### src/ptd_pkg.sv
// types, widths and constants of the push tap detector
package ptd_pkg;

  localparam int COORD_W    = 16;
  localparam int SCALE_W    = COORD_W + 1;
  localparam int TIME_W     = 32;
  localparam int REQ_W      = 2;
  localparam int CFG_ADDR_W = 4;
  localparam int CFG_DATA_W = 32;

  localparam int HIST_DEPTH = 8;
  localparam int HALF       = HIST_DEPTH / 2;
  localparam int HIST_IDX_W = $clog2(HIST_DEPTH);
  localparam int FILL_W     = $clog2(HIST_DEPTH + 1);
  localparam int SUM_W      = SCALE_W + $clog2(HALF);

  // squared distance and its root
  localparam int SQ_W       = 2 * COORD_W + 1;
  localparam int ROOT_PAD_W = 2 * SCALE_W;
  localparam int REM_W      = SCALE_W + 3;
  localparam int ROOT_CNT_W = $clog2(SCALE_W);

  // shared bit-serial multiplier
  localparam int MUL_A_W    = (SUM_W > COORD_W) ? SUM_W : COORD_W;
  localparam int MUL_B_W    = COORD_W;
  localparam int PROD_W     = MUL_A_W + MUL_B_W;
  localparam int MUL_CNT_W  = $clog2(MUL_B_W);

  localparam logic [7:0]  RISE_RST     = 8'd38;
  localparam logic [7:0]  RELEASE_RST  = 8'd225;
  localparam logic [15:0] MAX_DUR_RST  = 16'd300;
  localparam logic [15:0] COOLDOWN_RST = 16'd500;

  typedef enum logic [REQ_W-1:0] {
    REQ_LOST = 2'd0,
    REQ_POSE = 2'd1,
    REQ_NAV  = 2'd2,
    REQ_HOLD = 2'd3
  } req_e;

  typedef enum logic [1:0] {
    REG_RISE     = 2'd0,
    REG_RELEASE  = 2'd1,
    REG_MAX_DUR  = 2'd2,
    REG_COOLDOWN = 2'd3
  } cfg_reg_e;

  typedef enum logic [2:0] {
    ST_IDLE,
    ST_SQUARE,
    ST_ROOT,
    ST_PUSH,
    ST_SUM,
    ST_LOAD,
    ST_MUL,
    ST_DONE
  } state_e;

endpackage

### src/ptd_intf.sv
// frame and result channel interfaces of the push tap detector
interface ptd_in_if;
  logic                         valid;
  logic                         ready;
  logic [ptd_pkg::REQ_W-1:0]    req_type;
  logic [ptd_pkg::COORD_W-1:0]  wrist_x;
  logic [ptd_pkg::COORD_W-1:0]  wrist_y;
  logic [ptd_pkg::COORD_W-1:0]  palm_x;
  logic [ptd_pkg::COORD_W-1:0]  palm_y;
  logic [ptd_pkg::TIME_W-1:0]   now_ms;

  modport source (output valid, req_type, wrist_x, wrist_y, palm_x, palm_y, now_ms,
                  input ready);
  modport sink (input valid, req_type, wrist_x, wrist_y, palm_x, palm_y, now_ms,
                output ready);
endinterface

interface ptd_out_if;
  logic valid;
  logic ready;
  logic tap;
  logic armed;

  modport source (output valid, tap, armed, input ready);
  modport sink (input valid, tap, armed, output ready);
endinterface

### src/ptd_mul.sv
// bit-serial shift-add multiplier, one multiplier bit per cycle
module ptd_mul (
  input  logic                        clk_i,
  input  logic                        rst_ni,
  input  logic                        start_i,
  input  logic [ptd_pkg::MUL_A_W-1:0] a_i,
  input  logic [ptd_pkg::MUL_B_W-1:0] b_i,
  output logic                        done_o,
  output logic [ptd_pkg::PROD_W-1:0]  p_o
);
  import ptd_pkg::*;

  logic                 busy_q;
  logic                 done_q;
  logic [MUL_CNT_W-1:0] cnt_q;
  logic [PROD_W-1:0]    a_sh_q;
  logic [MUL_B_W-1:0]   b_sh_q;
  logic [PROD_W-1:0]    acc_q;

  always_ff @(posedge clk_i or negedge rst_ni) begin
    if (!rst_ni) begin
      busy_q <= 1'b0;
      done_q <= 1'b0;
      cnt_q  <= '0;
    end else begin
      done_q <= 1'b0;
      if (start_i) begin
        busy_q <= 1'b1;
        cnt_q  <= '0;
      end else if (busy_q) begin
        cnt_q <= cnt_q + 1'b1;
        if (cnt_q == MUL_CNT_W'(MUL_B_W - 1)) begin
          busy_q <= 1'b0;
          done_q <= 1'b1;
        end
      end
    end
  end

  always_ff @(posedge clk_i) begin
    if (start_i) begin
      a_sh_q <= PROD_W'(a_i);
      b_sh_q <= b_i;
      acc_q  <= '0;
    end else if (busy_q) begin
      if (b_sh_q[0]) begin
        acc_q <= acc_q + a_sh_q;
      end
      a_sh_q <= {a_sh_q[PROD_W-2:0], 1'b0};
      b_sh_q <= {1'b0, b_sh_q[MUL_B_W-1:1]};
    end
  end

  assign done_o = done_q;
  assign p_o    = acc_q;

endmodule

### src/ptd_isqrt.sv
// integer square root, one root bit per cycle
module ptd_isqrt (
  input  logic                        clk_i,
  input  logic                        rst_ni,
  input  logic                        start_i,
  input  logic [ptd_pkg::SQ_W-1:0]    val_i,
  output logic                        done_o,
  output logic [ptd_pkg::SCALE_W-1:0] root_o
);
  import ptd_pkg::*;

  logic                  busy_q;
  logic                  done_q;
  logic [ROOT_CNT_W-1:0] cnt_q;
  logic [ROOT_PAD_W-1:0] val_sh_q;
  logic [REM_W-1:0]      rem_q;
  logic [SCALE_W-1:0]    root_q;
  logic [REM_W-1:0]      rem_sh;
  logic [REM_W-1:0]      trial;
  logic                  fits;

  // bring down the next two bits, try root*4+1
  assign rem_sh = {rem_q[REM_W-3:0], val_sh_q[ROOT_PAD_W-1 -: 2]};
  assign trial  = REM_W'({root_q, 2'b01});
  assign fits   = rem_sh >= trial;

  always_ff @(posedge clk_i or negedge rst_ni) begin
    if (!rst_ni) begin
      busy_q <= 1'b0;
      done_q <= 1'b0;
      cnt_q  <= '0;
    end else begin
      done_q <= 1'b0;
      if (start_i) begin
        busy_q <= 1'b1;
        cnt_q  <= '0;
      end else if (busy_q) begin
        cnt_q <= cnt_q + 1'b1;
        if (cnt_q == ROOT_CNT_W'(SCALE_W - 1)) begin
          busy_q <= 1'b0;
          done_q <= 1'b1;
        end
      end
    end
  end

  always_ff @(posedge clk_i) begin
    if (start_i) begin
      val_sh_q <= ROOT_PAD_W'(val_i);
      rem_q    <= '0;
      root_q   <= '0;
    end else if (busy_q) begin
      val_sh_q <= {val_sh_q[ROOT_PAD_W-3:0], 2'b00};
      rem_q    <= fits ? rem_sh - trial : rem_sh;
      root_q   <= {root_q[SCALE_W-2:0], fits};
    end
  end

  assign done_o = done_q;
  assign root_o = root_q;

endmodule

### src/push_tap_detector_core.sv
// push tap detector: hand scale history, arm on a rise, tap on a quick release
//
//   channel   dir   handshake              beat contents
//   in_if     in    valid/ready            req_type, wrist/palm x,y, now_ms
//   out_if    out   valid/ready            tap, armed
//   apb       in    psel/penable/pwrite    four config registers at 4*i
//
// a navigation frame squares both offsets bit-serially in parallel, then takes
// the bit-serial root; once the history is full it also runs the history sum
// (HIST_DEPTH/2 entries) and the two threshold products; other frame kinds go
// straight to the result.
// one frame is in flight at a time; the next is taken while a result waits.
// a stalled result holds the block in its last state until taken.
// reset clears control state and loads register defaults; no clearing pass.
module push_tap_detector_core (
  input  logic                           clk_i,
  input  logic                           rst_ni,
  ptd_in_if.sink                         in_if,
  ptd_out_if.source                      out_if,
  input  logic                           psel,
  input  logic                           penable,
  input  logic                           pwrite,
  input  logic [ptd_pkg::CFG_ADDR_W-1:0] paddr,
  input  logic [ptd_pkg::CFG_DATA_W-1:0] pwdata,
  output logic [ptd_pkg::CFG_DATA_W-1:0] prdata,
  output logic                           pready
);
  import ptd_pkg::*;

  // configuration
  logic [7:0]  rise_q;
  logic [7:0]  release_q;
  logic [15:0] max_dur_q;
  logic [15:0] cooldown_q;
  cfg_reg_e    cfg_sel;

  // control and detector state
  state_e               state_q, state_d;
  logic                 in_acc;
  logic                 mul_start;
  logic                 root_start;
  logic [FILL_W-1:0]    fill_q;
  logic                 armed_q;
  logic [SCALE_W-1:0]   peak_q;
  logic [TIME_W-1:0]    armed_since_q;
  logic [TIME_W-1:0]    last_tap_q;
  logic                 tap_seen_q;
  logic                 res_tap_q;
  logic [HIST_IDX_W-1:0] sum_idx_q;
  logic                 out_valid_q;
  logic                 out_tap_q;
  logic                 out_armed_q;
  logic                 out_free;

  // payload
  logic [TIME_W-1:0]    now_q;
  logic [SCALE_W-1:0]   cur_q;
  logic [SUM_W-1:0]     sum_q;
  logic [SCALE_W-1:0]   hist_q [HIST_DEPTH];

  // datapath
  logic [COORD_W-1:0]   dx, dy;
  logic [MUL_A_W-1:0]   mx_a, my_a;
  logic [MUL_B_W-1:0]   mx_b, my_b;
  logic                 mx_done, my_done;
  logic [PROD_W-1:0]    px, py;
  logic [SQ_W-1:0]      sq;
  logic                 root_done;
  logic [SCALE_W-1:0]   root;
  logic                 fill_room;
  logic                 full_after;
  logic                 sum_last;
  logic [PROD_W-1:0]    arm_lhs;
  logic [PROD_W-1:0]    rel_lhs;
  logic [TIME_W-1:0]    held;
  logic [TIME_W-1:0]    since_tap;
  logic                 do_arm, too_long, released, cool_ok;

  // ---------------- configuration port ----------------
  assign pready  = 1'b1;
  assign cfg_sel = cfg_reg_e'(paddr[3:2]);

  always_ff @(posedge clk_i or negedge rst_ni) begin
    if (!rst_ni) begin
      rise_q     <= RISE_RST;
      release_q  <= RELEASE_RST;
      max_dur_q  <= MAX_DUR_RST;
      cooldown_q <= COOLDOWN_RST;
    end else if (psel && penable && pwrite) begin
      unique case (cfg_sel)
        REG_RISE:     rise_q     <= pwdata[7:0];
        REG_RELEASE:  release_q  <= pwdata[7:0];
        REG_MAX_DUR:  max_dur_q  <= pwdata[15:0];
        REG_COOLDOWN: cooldown_q <= pwdata[15:0];
        default:      ;
      endcase
    end
  end

  always_comb begin
    unique case (cfg_sel)
      REG_RISE:     prdata = CFG_DATA_W'(rise_q);
      REG_RELEASE:  prdata = CFG_DATA_W'(release_q);
      REG_MAX_DUR:  prdata = CFG_DATA_W'(max_dur_q);
      REG_COOLDOWN: prdata = CFG_DATA_W'(cooldown_q);
      default:      prdata = '0;
    endcase
  end

  // ---------------- serial arithmetic ----------------
  assign dx = (in_if.wrist_x > in_if.palm_x) ? in_if.wrist_x - in_if.palm_x
                                             : in_if.palm_x - in_if.wrist_x;
  assign dy = (in_if.wrist_y > in_if.palm_y) ? in_if.wrist_y - in_if.palm_y
                                             : in_if.palm_y - in_if.wrist_y;

  // lanes square the offsets first, then form the two threshold products
  always_comb begin
    if (state_q == ST_IDLE) begin
      mx_a = MUL_A_W'(dx);
      mx_b = dx;
      my_a = MUL_A_W'(dy);
      my_b = dy;
    end else begin
      mx_a = MUL_A_W'(sum_q);
      mx_b = MUL_B_W'({1'b1, rise_q});
      my_a = MUL_A_W'(peak_q);
      my_b = MUL_B_W'(release_q);
    end
  end

  ptd_mul u_mul_x (
    .clk_i   (clk_i),
    .rst_ni  (rst_ni),
    .start_i (mul_start),
    .a_i     (mx_a),
    .b_i     (mx_b),
    .done_o  (mx_done),
    .p_o     (px)
  );

  ptd_mul u_mul_y (
    .clk_i   (clk_i),
    .rst_ni  (rst_ni),
    .start_i (mul_start),
    .a_i     (my_a),
    .b_i     (my_b),
    .done_o  (my_done),
    .p_o     (py)
  );

  assign sq = SQ_W'(px[2*COORD_W-1:0]) + SQ_W'(py[2*COORD_W-1:0]);

  ptd_isqrt u_isqrt (
    .clk_i   (clk_i),
    .rst_ni  (rst_ni),
    .start_i (root_start),
    .val_i   (sq),
    .done_o  (root_done),
    .root_o  (root)
  );

  // ---------------- decision terms ----------------
  assign fill_room  = fill_q < FILL_W'(HIST_DEPTH);
  assign full_after = fill_q >= FILL_W'(HIST_DEPTH - 1);
  assign sum_last   = sum_idx_q == HIST_IDX_W'(HALF - 1);

  assign arm_lhs   = PROD_W'(cur_q) * PROD_W'(HALF * 256);
  assign rel_lhs   = PROD_W'({cur_q, 8'b0});
  assign held      = now_q - armed_since_q;
  assign since_tap = now_q - last_tap_q;

  // zero baseline never arms
  assign do_arm   = (sum_q != '0) && (arm_lhs > px);
  assign too_long = held > TIME_W'(max_dur_q);
  assign released = rel_lhs < py;
  assign cool_ok  = !tap_seen_q || (since_tap >= TIME_W'(cooldown_q));

  // ---------------- sequencer ----------------
  assign in_acc   = in_if.valid && in_if.ready;
  assign out_free = !out_valid_q || out_if.ready;

  always_comb begin
    state_d     = state_q;
    in_if.ready = 1'b0;
    mul_start   = 1'b0;
    root_start  = 1'b0;
    unique case (state_q)
      ST_IDLE: begin
        in_if.ready = 1'b1;
        if (in_if.valid) begin
          if (in_if.req_type == REQ_NAV) begin
            mul_start = 1'b1;
            state_d   = ST_SQUARE;
          end else begin
            state_d = ST_DONE;
          end
        end
      end
      ST_SQUARE: begin
        if (mx_done) begin
          root_start = 1'b1;
          state_d    = ST_ROOT;
        end
      end
      ST_ROOT: begin
        if (root_done) state_d = ST_PUSH;
      end
      ST_PUSH: begin
        state_d = full_after ? ST_SUM : ST_DONE;
      end
      ST_SUM: begin
        if (sum_last) state_d = ST_LOAD;
      end
      ST_LOAD: begin
        mul_start = 1'b1;
        state_d   = ST_MUL;
      end
      ST_MUL: begin
        if (my_done) state_d = ST_DONE;
      end
      ST_DONE: begin
        if (out_free) state_d = ST_IDLE;
      end
      default: state_d = ST_IDLE;
    endcase
  end

  always_ff @(posedge clk_i or negedge rst_ni) begin
    if (!rst_ni) begin
      state_q <= ST_IDLE;
    end else begin
      state_q <= state_d;
    end
  end

  // detector state
  always_ff @(posedge clk_i or negedge rst_ni) begin
    if (!rst_ni) begin
      fill_q        <= '0;
      armed_q       <= 1'b0;
      peak_q        <= '0;
      armed_since_q <= '0;
      last_tap_q    <= '0;
      tap_seen_q    <= 1'b0;
      res_tap_q     <= 1'b0;
      sum_idx_q     <= '0;
    end else begin
      unique case (state_q)
        ST_IDLE: begin
          res_tap_q <= 1'b0;
          if (in_acc && (in_if.req_type == REQ_LOST || in_if.req_type == REQ_POSE)) begin
            fill_q  <= '0;
            armed_q <= 1'b0;
          end
        end
        ST_PUSH: begin
          if (fill_room) fill_q <= fill_q + 1'b1;
          sum_idx_q <= '0;
        end
        ST_SUM: begin
          sum_idx_q <= sum_idx_q + 1'b1;
        end
        ST_MUL: begin
          if (my_done) begin
            if (!armed_q) begin
              if (do_arm) begin
                armed_q       <= 1'b1;
                peak_q        <= cur_q;
                armed_since_q <= now_q;
              end
            end else if (too_long) begin
              armed_q <= 1'b0;
            end else if (released) begin
              armed_q <= 1'b0;
              if (cool_ok) begin
                last_tap_q <= now_q;
                tap_seen_q <= 1'b1;
                res_tap_q  <= 1'b1;
              end
            end
          end
        end
        default: ;
      endcase
    end
  end

  // frame payload and scale history
  always_ff @(posedge clk_i) begin
    if (in_acc) now_q <= in_if.now_ms;
    if (state_q == ST_ROOT && root_done) cur_q <= root;
    if (state_q == ST_PUSH) begin
      sum_q <= '0;
      if (fill_room) begin
        hist_q[fill_q[HIST_IDX_W-1:0]] <= cur_q;
      end else begin
        for (int i = 0; i < HIST_DEPTH - 1; i++) begin
          hist_q[i] <= hist_q[i+1];
        end
        hist_q[HIST_DEPTH-1] <= cur_q;
      end
    end
    // baseline: older half of the history, one entry a cycle
    if (state_q == ST_SUM) sum_q <= sum_q + SUM_W'(hist_q[sum_idx_q]);
  end

  // result register
  always_ff @(posedge clk_i or negedge rst_ni) begin
    if (!rst_ni) begin
      out_valid_q <= 1'b0;
      out_tap_q   <= 1'b0;
      out_armed_q <= 1'b0;
    end else if (state_q == ST_DONE && out_free) begin
      out_valid_q <= 1'b1;
      out_tap_q   <= res_tap_q;
      out_armed_q <= armed_q;
    end else if (out_if.ready) begin
      out_valid_q <= 1'b0;
    end
  end

  assign out_if.valid = out_valid_q;
  assign out_if.tap   = out_tap_q;
  assign out_if.armed = out_armed_q;

endmodule

### src/flat_wrapper.sv
// flat-port wrapper written by rule: the top's interface ports become plain ports
module push_tap_detector_core_flat import ptd_pkg::*;
  (clk_i, rst_ni, psel, penable, pwrite, paddr, pwdata, prdata, pready, in_if_valid, in_if_req_type, in_if_wrist_x, in_if_wrist_y, in_if_palm_x, in_if_palm_y, in_if_now_ms, in_if_ready, out_if_valid, out_if_tap, out_if_armed, out_if_ready);
  ptd_in_if in_if_i ();
  ptd_out_if out_if_i ();
  input  logic clk_i;
  input  logic rst_ni;
  input  logic psel;
  input  logic penable;
  input  logic pwrite;
  input  logic [ptd_pkg::CFG_ADDR_W-1:0] paddr;
  input  logic [ptd_pkg::CFG_DATA_W-1:0] pwdata;
  output logic [ptd_pkg::CFG_DATA_W-1:0] prdata;
  output logic pready;
  input wire logic [$bits(in_if_i.valid)-1:0] in_if_valid;
  input wire logic [$bits(in_if_i.req_type)-1:0] in_if_req_type;
  input wire logic [$bits(in_if_i.wrist_x)-1:0] in_if_wrist_x;
  input wire logic [$bits(in_if_i.wrist_y)-1:0] in_if_wrist_y;
  input wire logic [$bits(in_if_i.palm_x)-1:0] in_if_palm_x;
  input wire logic [$bits(in_if_i.palm_y)-1:0] in_if_palm_y;
  input wire logic [$bits(in_if_i.now_ms)-1:0] in_if_now_ms;
  output wire logic [$bits(in_if_i.ready)-1:0] in_if_ready;
  output wire logic [$bits(out_if_i.valid)-1:0] out_if_valid;
  output wire logic [$bits(out_if_i.tap)-1:0] out_if_tap;
  output wire logic [$bits(out_if_i.armed)-1:0] out_if_armed;
  input wire logic [$bits(out_if_i.ready)-1:0] out_if_ready;
  assign in_if_i.valid = in_if_valid;
  assign in_if_i.req_type = in_if_req_type;
  assign in_if_i.wrist_x = in_if_wrist_x;
  assign in_if_i.wrist_y = in_if_wrist_y;
  assign in_if_i.palm_x = in_if_palm_x;
  assign in_if_i.palm_y = in_if_palm_y;
  assign in_if_i.now_ms = in_if_now_ms;
  assign in_if_ready = in_if_i.ready;
  assign out_if_valid = out_if_i.valid;
  assign out_if_tap = out_if_i.tap;
  assign out_if_armed = out_if_i.armed;
  assign out_if_i.ready = out_if_ready;
  push_tap_detector_core u_core (.clk_i(clk_i), .rst_ni(rst_ni), .in_if(in_if_i), .out_if(out_if_i), .psel(psel), .penable(penable), .pwrite(pwrite), .paddr(paddr), .pwdata(pwdata), .prdata(prdata), .pready(pready));
endmodule
### config.mk
export PLATFORM = sky130hd
export DESIGN_NAME = push_tap_detector_core_flat
export DESIGN_NICKNAME = d
export VERILOG_FILES = /design/src/ptd_pkg.sv /design/src/ptd_intf.sv /design/src/ptd_mul.sv /design/src/ptd_isqrt.sv /design/src/push_tap_detector_core.sv /design/src/flat_wrapper.sv
export SDC_FILE = /design/constraint.sdc
export NUM_CORES = 2
export LEC_CHECK = 0
export BUFFER_PORTS_ARGS = -buffer_cell sky130_fd_sc_hd__buf_2
export CAP_MARGIN = 20
export CORE_MARGIN = 4
export CORE_UTILIZATION = 36
export CTS_CLUSTER_SIZE = 28
export DETAILED_ROUTE_END_ITERATION = 6
export GPL_ROUTABILITY_DRIVEN = 1
export REMOVE_ABC_BUFFERS = 1
export SLEW_MARGIN = 20
export SYNTH_ARGS = -nofsm -noshare
export SYNTH_HDL_FRONTEND = slang
export SYNTH_HIERARCHICAL = 1
export SYNTH_SLANG_ARGS = --single-unit
### constraint.sdc
create_clock -name clk_i -period 5.4 [get_ports clk_i]
set_input_delay 0.54 -clock clk_i [delete_from_list [all_inputs] [get_ports clk_i]]
set_output_delay 0.54 -clock clk_i [all_outputs]
set_load 0.01 [all_outputs]
==> results.yml <==
pwr:
  comb_power_share_pct: 44.6
  netSwitchingFraction_pct: 39.2
  power_frac_clock_pct: 22.9
  power_switching_w: 0.00852
  seq_power_share_pct: 32.4
  ir_worst_vdd_mv: 0.276
  cellInternalPower_w: 0.0132
  p_leak_nw: 19.9
  p_per_area_nw_per_um2: 471
routing:
  drt_iter0_drc: 1748
  wl_met1_mm: 48.8
  viasPerCell: 5.31
  highest_layer: "met5"
  drcViolationCount: 0
  dr.pass1.iters: 6
  via_count: 31200
  wl_per_cell_um: 18.5
  wl_met3_mm: 5.47
  final_antenna_net_count: 0
  dr_wl_met2_mm: 52.0
  drt-total-wl_mm: 109
worst_setup_path:
  cp_data_arrival_time_ns: 5.92
  end_kind: "flip-flop"
  path_max_fanout: 6
  cp.required_ns: 5.88
  worstSetupStartpointType: "flip-flop"
  critPathKind: "reg -> reg"
placed_design:
  dp_hpwl_mm: 78.7
  place_area_um2: 43300
  io_buffers: 142
  gp_congestion: 0.858
cts:
  clkTransAtPathRegs_ns: 0.06
  cts_buffer_depth: 3
  cts_sinks: 609
  h-tree-depth: 3
  cts_tree: "yes"
  numCtsBuffers: 70
  worstSkewPairLatency_ns: 0.62
  cts-root-buf: "clkbuf_16"
synthesis:
  synth-xor-area-share_pct: 3.71
  synthSimpleGateAreaFrac_pct: 14.9
  synth_edf_count: 307
  synth_warnings: 6
  yosys-mux-area-fraction_pct: 11.8
  syn_inst: 4163
  syn_area_um2: 40700
  ys_ff_latch: 609
  synth_top_family_by_area: "simple AND/OR/NAND/NOR gates"
  syn_avg_cell_area_um2: 9.77
  ys_seq_area_share_pct: 39.6
  synthAdderAreaFrac_pct: 10.7
  ys_async_sr_fraction_pct: 26.9
  synth-compound-area-share_pct: 14.3
  synth.distinct_cells: 115
  synth_flop_cell: "edfxtp_1"
timing:
  post-route-period-util_pct: 101
  tightest_slew_ns: 1.03
  finalSetupViolations: 20
  timing.fmax_mhz: 184
  fin_ws_ns: -0.0377
  period_minus_slack_ns: 5.44
  slew_headroom_pct: 31.1
  fin_worst_skew_ns: 0.0233
  finalHoldViolations: 5
  maxSlewViolCount: 0
  fin_worst_hold_slack_ns: -0.0126
  rsz0062_at_grt: "true"
global_route:
  grt_pass1_wl_mm: 170
  antenna_found_initial: 4
  grt_start_max_net_pins: 100
  grt-ovfl-total: 0
  grt_pass1_vias: 30600
  grt_usage_pct: 18.0
final_layout:
  final_common_cell: "nand2_1"
  finalInstanceArea_um2: 46200
  layout.cells.most_common_list: "nand2_1, ha_1, edfxtp_1, inv_1, nor2_1"
  drive_gt1_share_pct: 17.6
  antennaDiodeCount: 0
  nets: 4809
  num-fill-cells: 11100
  syn_to_final_growth_pct: 13.5
die:
  dieWidth_um: 344
  die_area_um2: 118000
  initial_core_util_pct: 36.2
  rows: 123
  pin_count: 178
  die_height_um: 344
  core_um2: 112000
worst_hold_path:
  hold_class: "in -> async"
flow_run:
  max-cap-violations: 0
status:
  status: "complete, but fails checks"
  violations: "hold timing, setup timing"
[state kept, by name, summed over array words and instances, names as in the netlist, 19 cells and up]
| signal | cells |
|---|---|
| u_core/u_mul_x/a_sh_q | 35 |
| u_core/u_mul_x/p_o | 35 |
| u_core/u_mul_y/a_sh_q | 35 |
| u_core/now_q | 32 |
| u_core/u_isqrt/val_sh_q | 34 |
| u_core/sum_q | 19 |
| u_core/hist_q | 136 |
| u_core/last_tap_q | 32 |
| u_core/u_mul_y/p_o | 35 |
| u_core/armed_since_q | 32 |
[cell usage after synthesis, types with 20 or more instances]
library cell / instances / area share [%]
a211oi_1: 24 / 0.44
a21o_1: 126 / 2.3
a21oi_1: 266 / 3.3
a31oi_1: 39 / 0.60
and2_1: 36 / 0.55
and3_1: 36 / 0.55
buf_1: 22 / 0.20
buf_4: 24 / 0.44
clkbuf_1: 115 / 1.1
dfrtp_1: 147 / 9.0
dfxtp_1: 138 / 6.8
edfxtp_1: 307 / 23
ha_1: 333 / 10
inv_1: 298 / 2.8
mux2_2: 217 / 6.0
mux2_4: 27 / 1.0
mux2i_1: 101 / 2.5
mux4_2: 42 / 2.3
nand2_1: 553 / 5.1
nand2b_1: 30 / 0.46
nand3_1: 77 / 0.95
nand4_1: 47 / 0.72
nor2_1: 267 / 2.5
nor2b_1: 54 / 0.83
nor3_1: 52 / 0.64
nor4_1: 20 / 0.31
o21a_1: 64 / 1.2
o21ai_0: 155 / 1.9
o21bai_1: 28 / 0.52
xnor2_1: 98 / 2.1
xor2_1: 74 / 1.6
[cell families after synthesis]
| group | after synthesis |
|---|---|
| fa+ha+maj | 343 |
| flops | 609 |
| mux | 388 |
| simple gates | 1287 |
| buf+inv | 483 |
| xor+xnor | 172 |
| compound gates | 879 |
| other cells | 2 |
[metal layers]
layer  vias to the layer above  global-route usage, %
met5                         -                      0
met4                         2                   4.89
met3                       143                   2.76
met2                       697                   30.6
met1                     15100                   24.0
li1                      15200                      -
[through the flow]
| step | TNS, ns | util [%] | worst slack (ns) | instances | power (W) |
|---|---|---|---|---|---|
| after detailed placement | -11.84 | 38.6 | -0.391 | 5740 | 0.0167 |
| final | -0.285 | 41.1 | -0.0377 | 5883 | 0.0217 |
| after global routing | -9.18 | 41.1 | -0.310 | 5883 | 0.0233 |
| after floorplan | -1233.45 | - | -6.74 | 3999 | 0.0142 |
| after global placement | -10.44 | 38.6 | -0.347 | 5740 | 0.0165 |
| after CTS | -2.42 | 40.9 | -0.0956 | 5876 | 0.0218 |
[worst paths after layout]
path                                                        start                           endpoint  slack, ns  depth (start not counted)
setup / recovery                 u_core/last_tap_q[1]$_DFFE_PN0P_  u_core/last_tap_q[25]$_DFFE_PN0P_      -0.04                         24
hold / removal                                             rst_ni       u_core/res_tap_q$_DFFE_PN0P_      -0.01                          1
setup reg to reg                 u_core/last_tap_q[1]$_DFFE_PN0P_  u_core/last_tap_q[25]$_DFFE_PN0P_      -0.04                         24
hold reg to reg            u_core/u_isqrt/root_o[16]$_SDFFE_PP0P_         u_core/cur_q[16]$_DFFE_PP_       0.47                          0
max in group asynchronous                                  rst_ni   u_core/cooldown_q[4]$_DFFE_PN1P_       4.41                          2
min in group clk_i                               in_if_now_ms[14]         u_core/now_q[14]$_DFFE_PP_       0.10                          1
[worst max-delay path: stages (launching register included)]
cell	delay, ns
dfrtp_1	0.39
inv_2	0.09
ha_4	0.20
nor2b_4	0.12
o31a_1	0.26
o31a_1	0.30
a2111oi_4	0.27
a21oi_2	0.11
a21o_1	0.20
a21oi_2	0.14
xnor2_1	0.08
ha_2	0.18
nor2b_1	0.11
o221ai_1	0.13
a211oi_2	0.20
o2111ai_1	0.14
nor4_1	0.25
o311ai_1	0.14
buf_4	0.17
or4_4	0.47
a2111o_1	0.35
o311ai_4	0.33
buf_6	0.20
clkbuf_16	0.17
mux2_4	0.29
[power groups by stage]
stage | Clock (W) | Combinational (W) | Sequential, W
floorplan | 0 | 0.00741 | 0.00684
global placement | 0 | 0.00941 | 0.00711
detailed placement | 0 | 0.00955 | 0.00713
CTS | 0.00513 | 0.00964 | 0.00704
global route | 0.00532 | 0.0108 | 0.00718
finish | 0.00498 | 0.00970 | 0.00705
[timing repair]
action,in CTS,in global routing
buffers inserted,4,6
hold buffers,0,0
endpoints found under the setup margin,34,34
gates resized for setup,29,28
pin swaps,12,9
gates cloned,2,2
[area by class of cell]
cell class,instances,area [µm²],share of cell area (%)
multi-input combinational,3088,22900,49.7
sequential,609,16100,34.9
clock buffer,98,2050,4.45
tap,1500,1880,4.07
timing repair buffer,254,1690,3.66
inverter,302,1130,2.46
clock inverter,32,372,0.805
No activity file was read; power rests on OpenSTA's default activity.
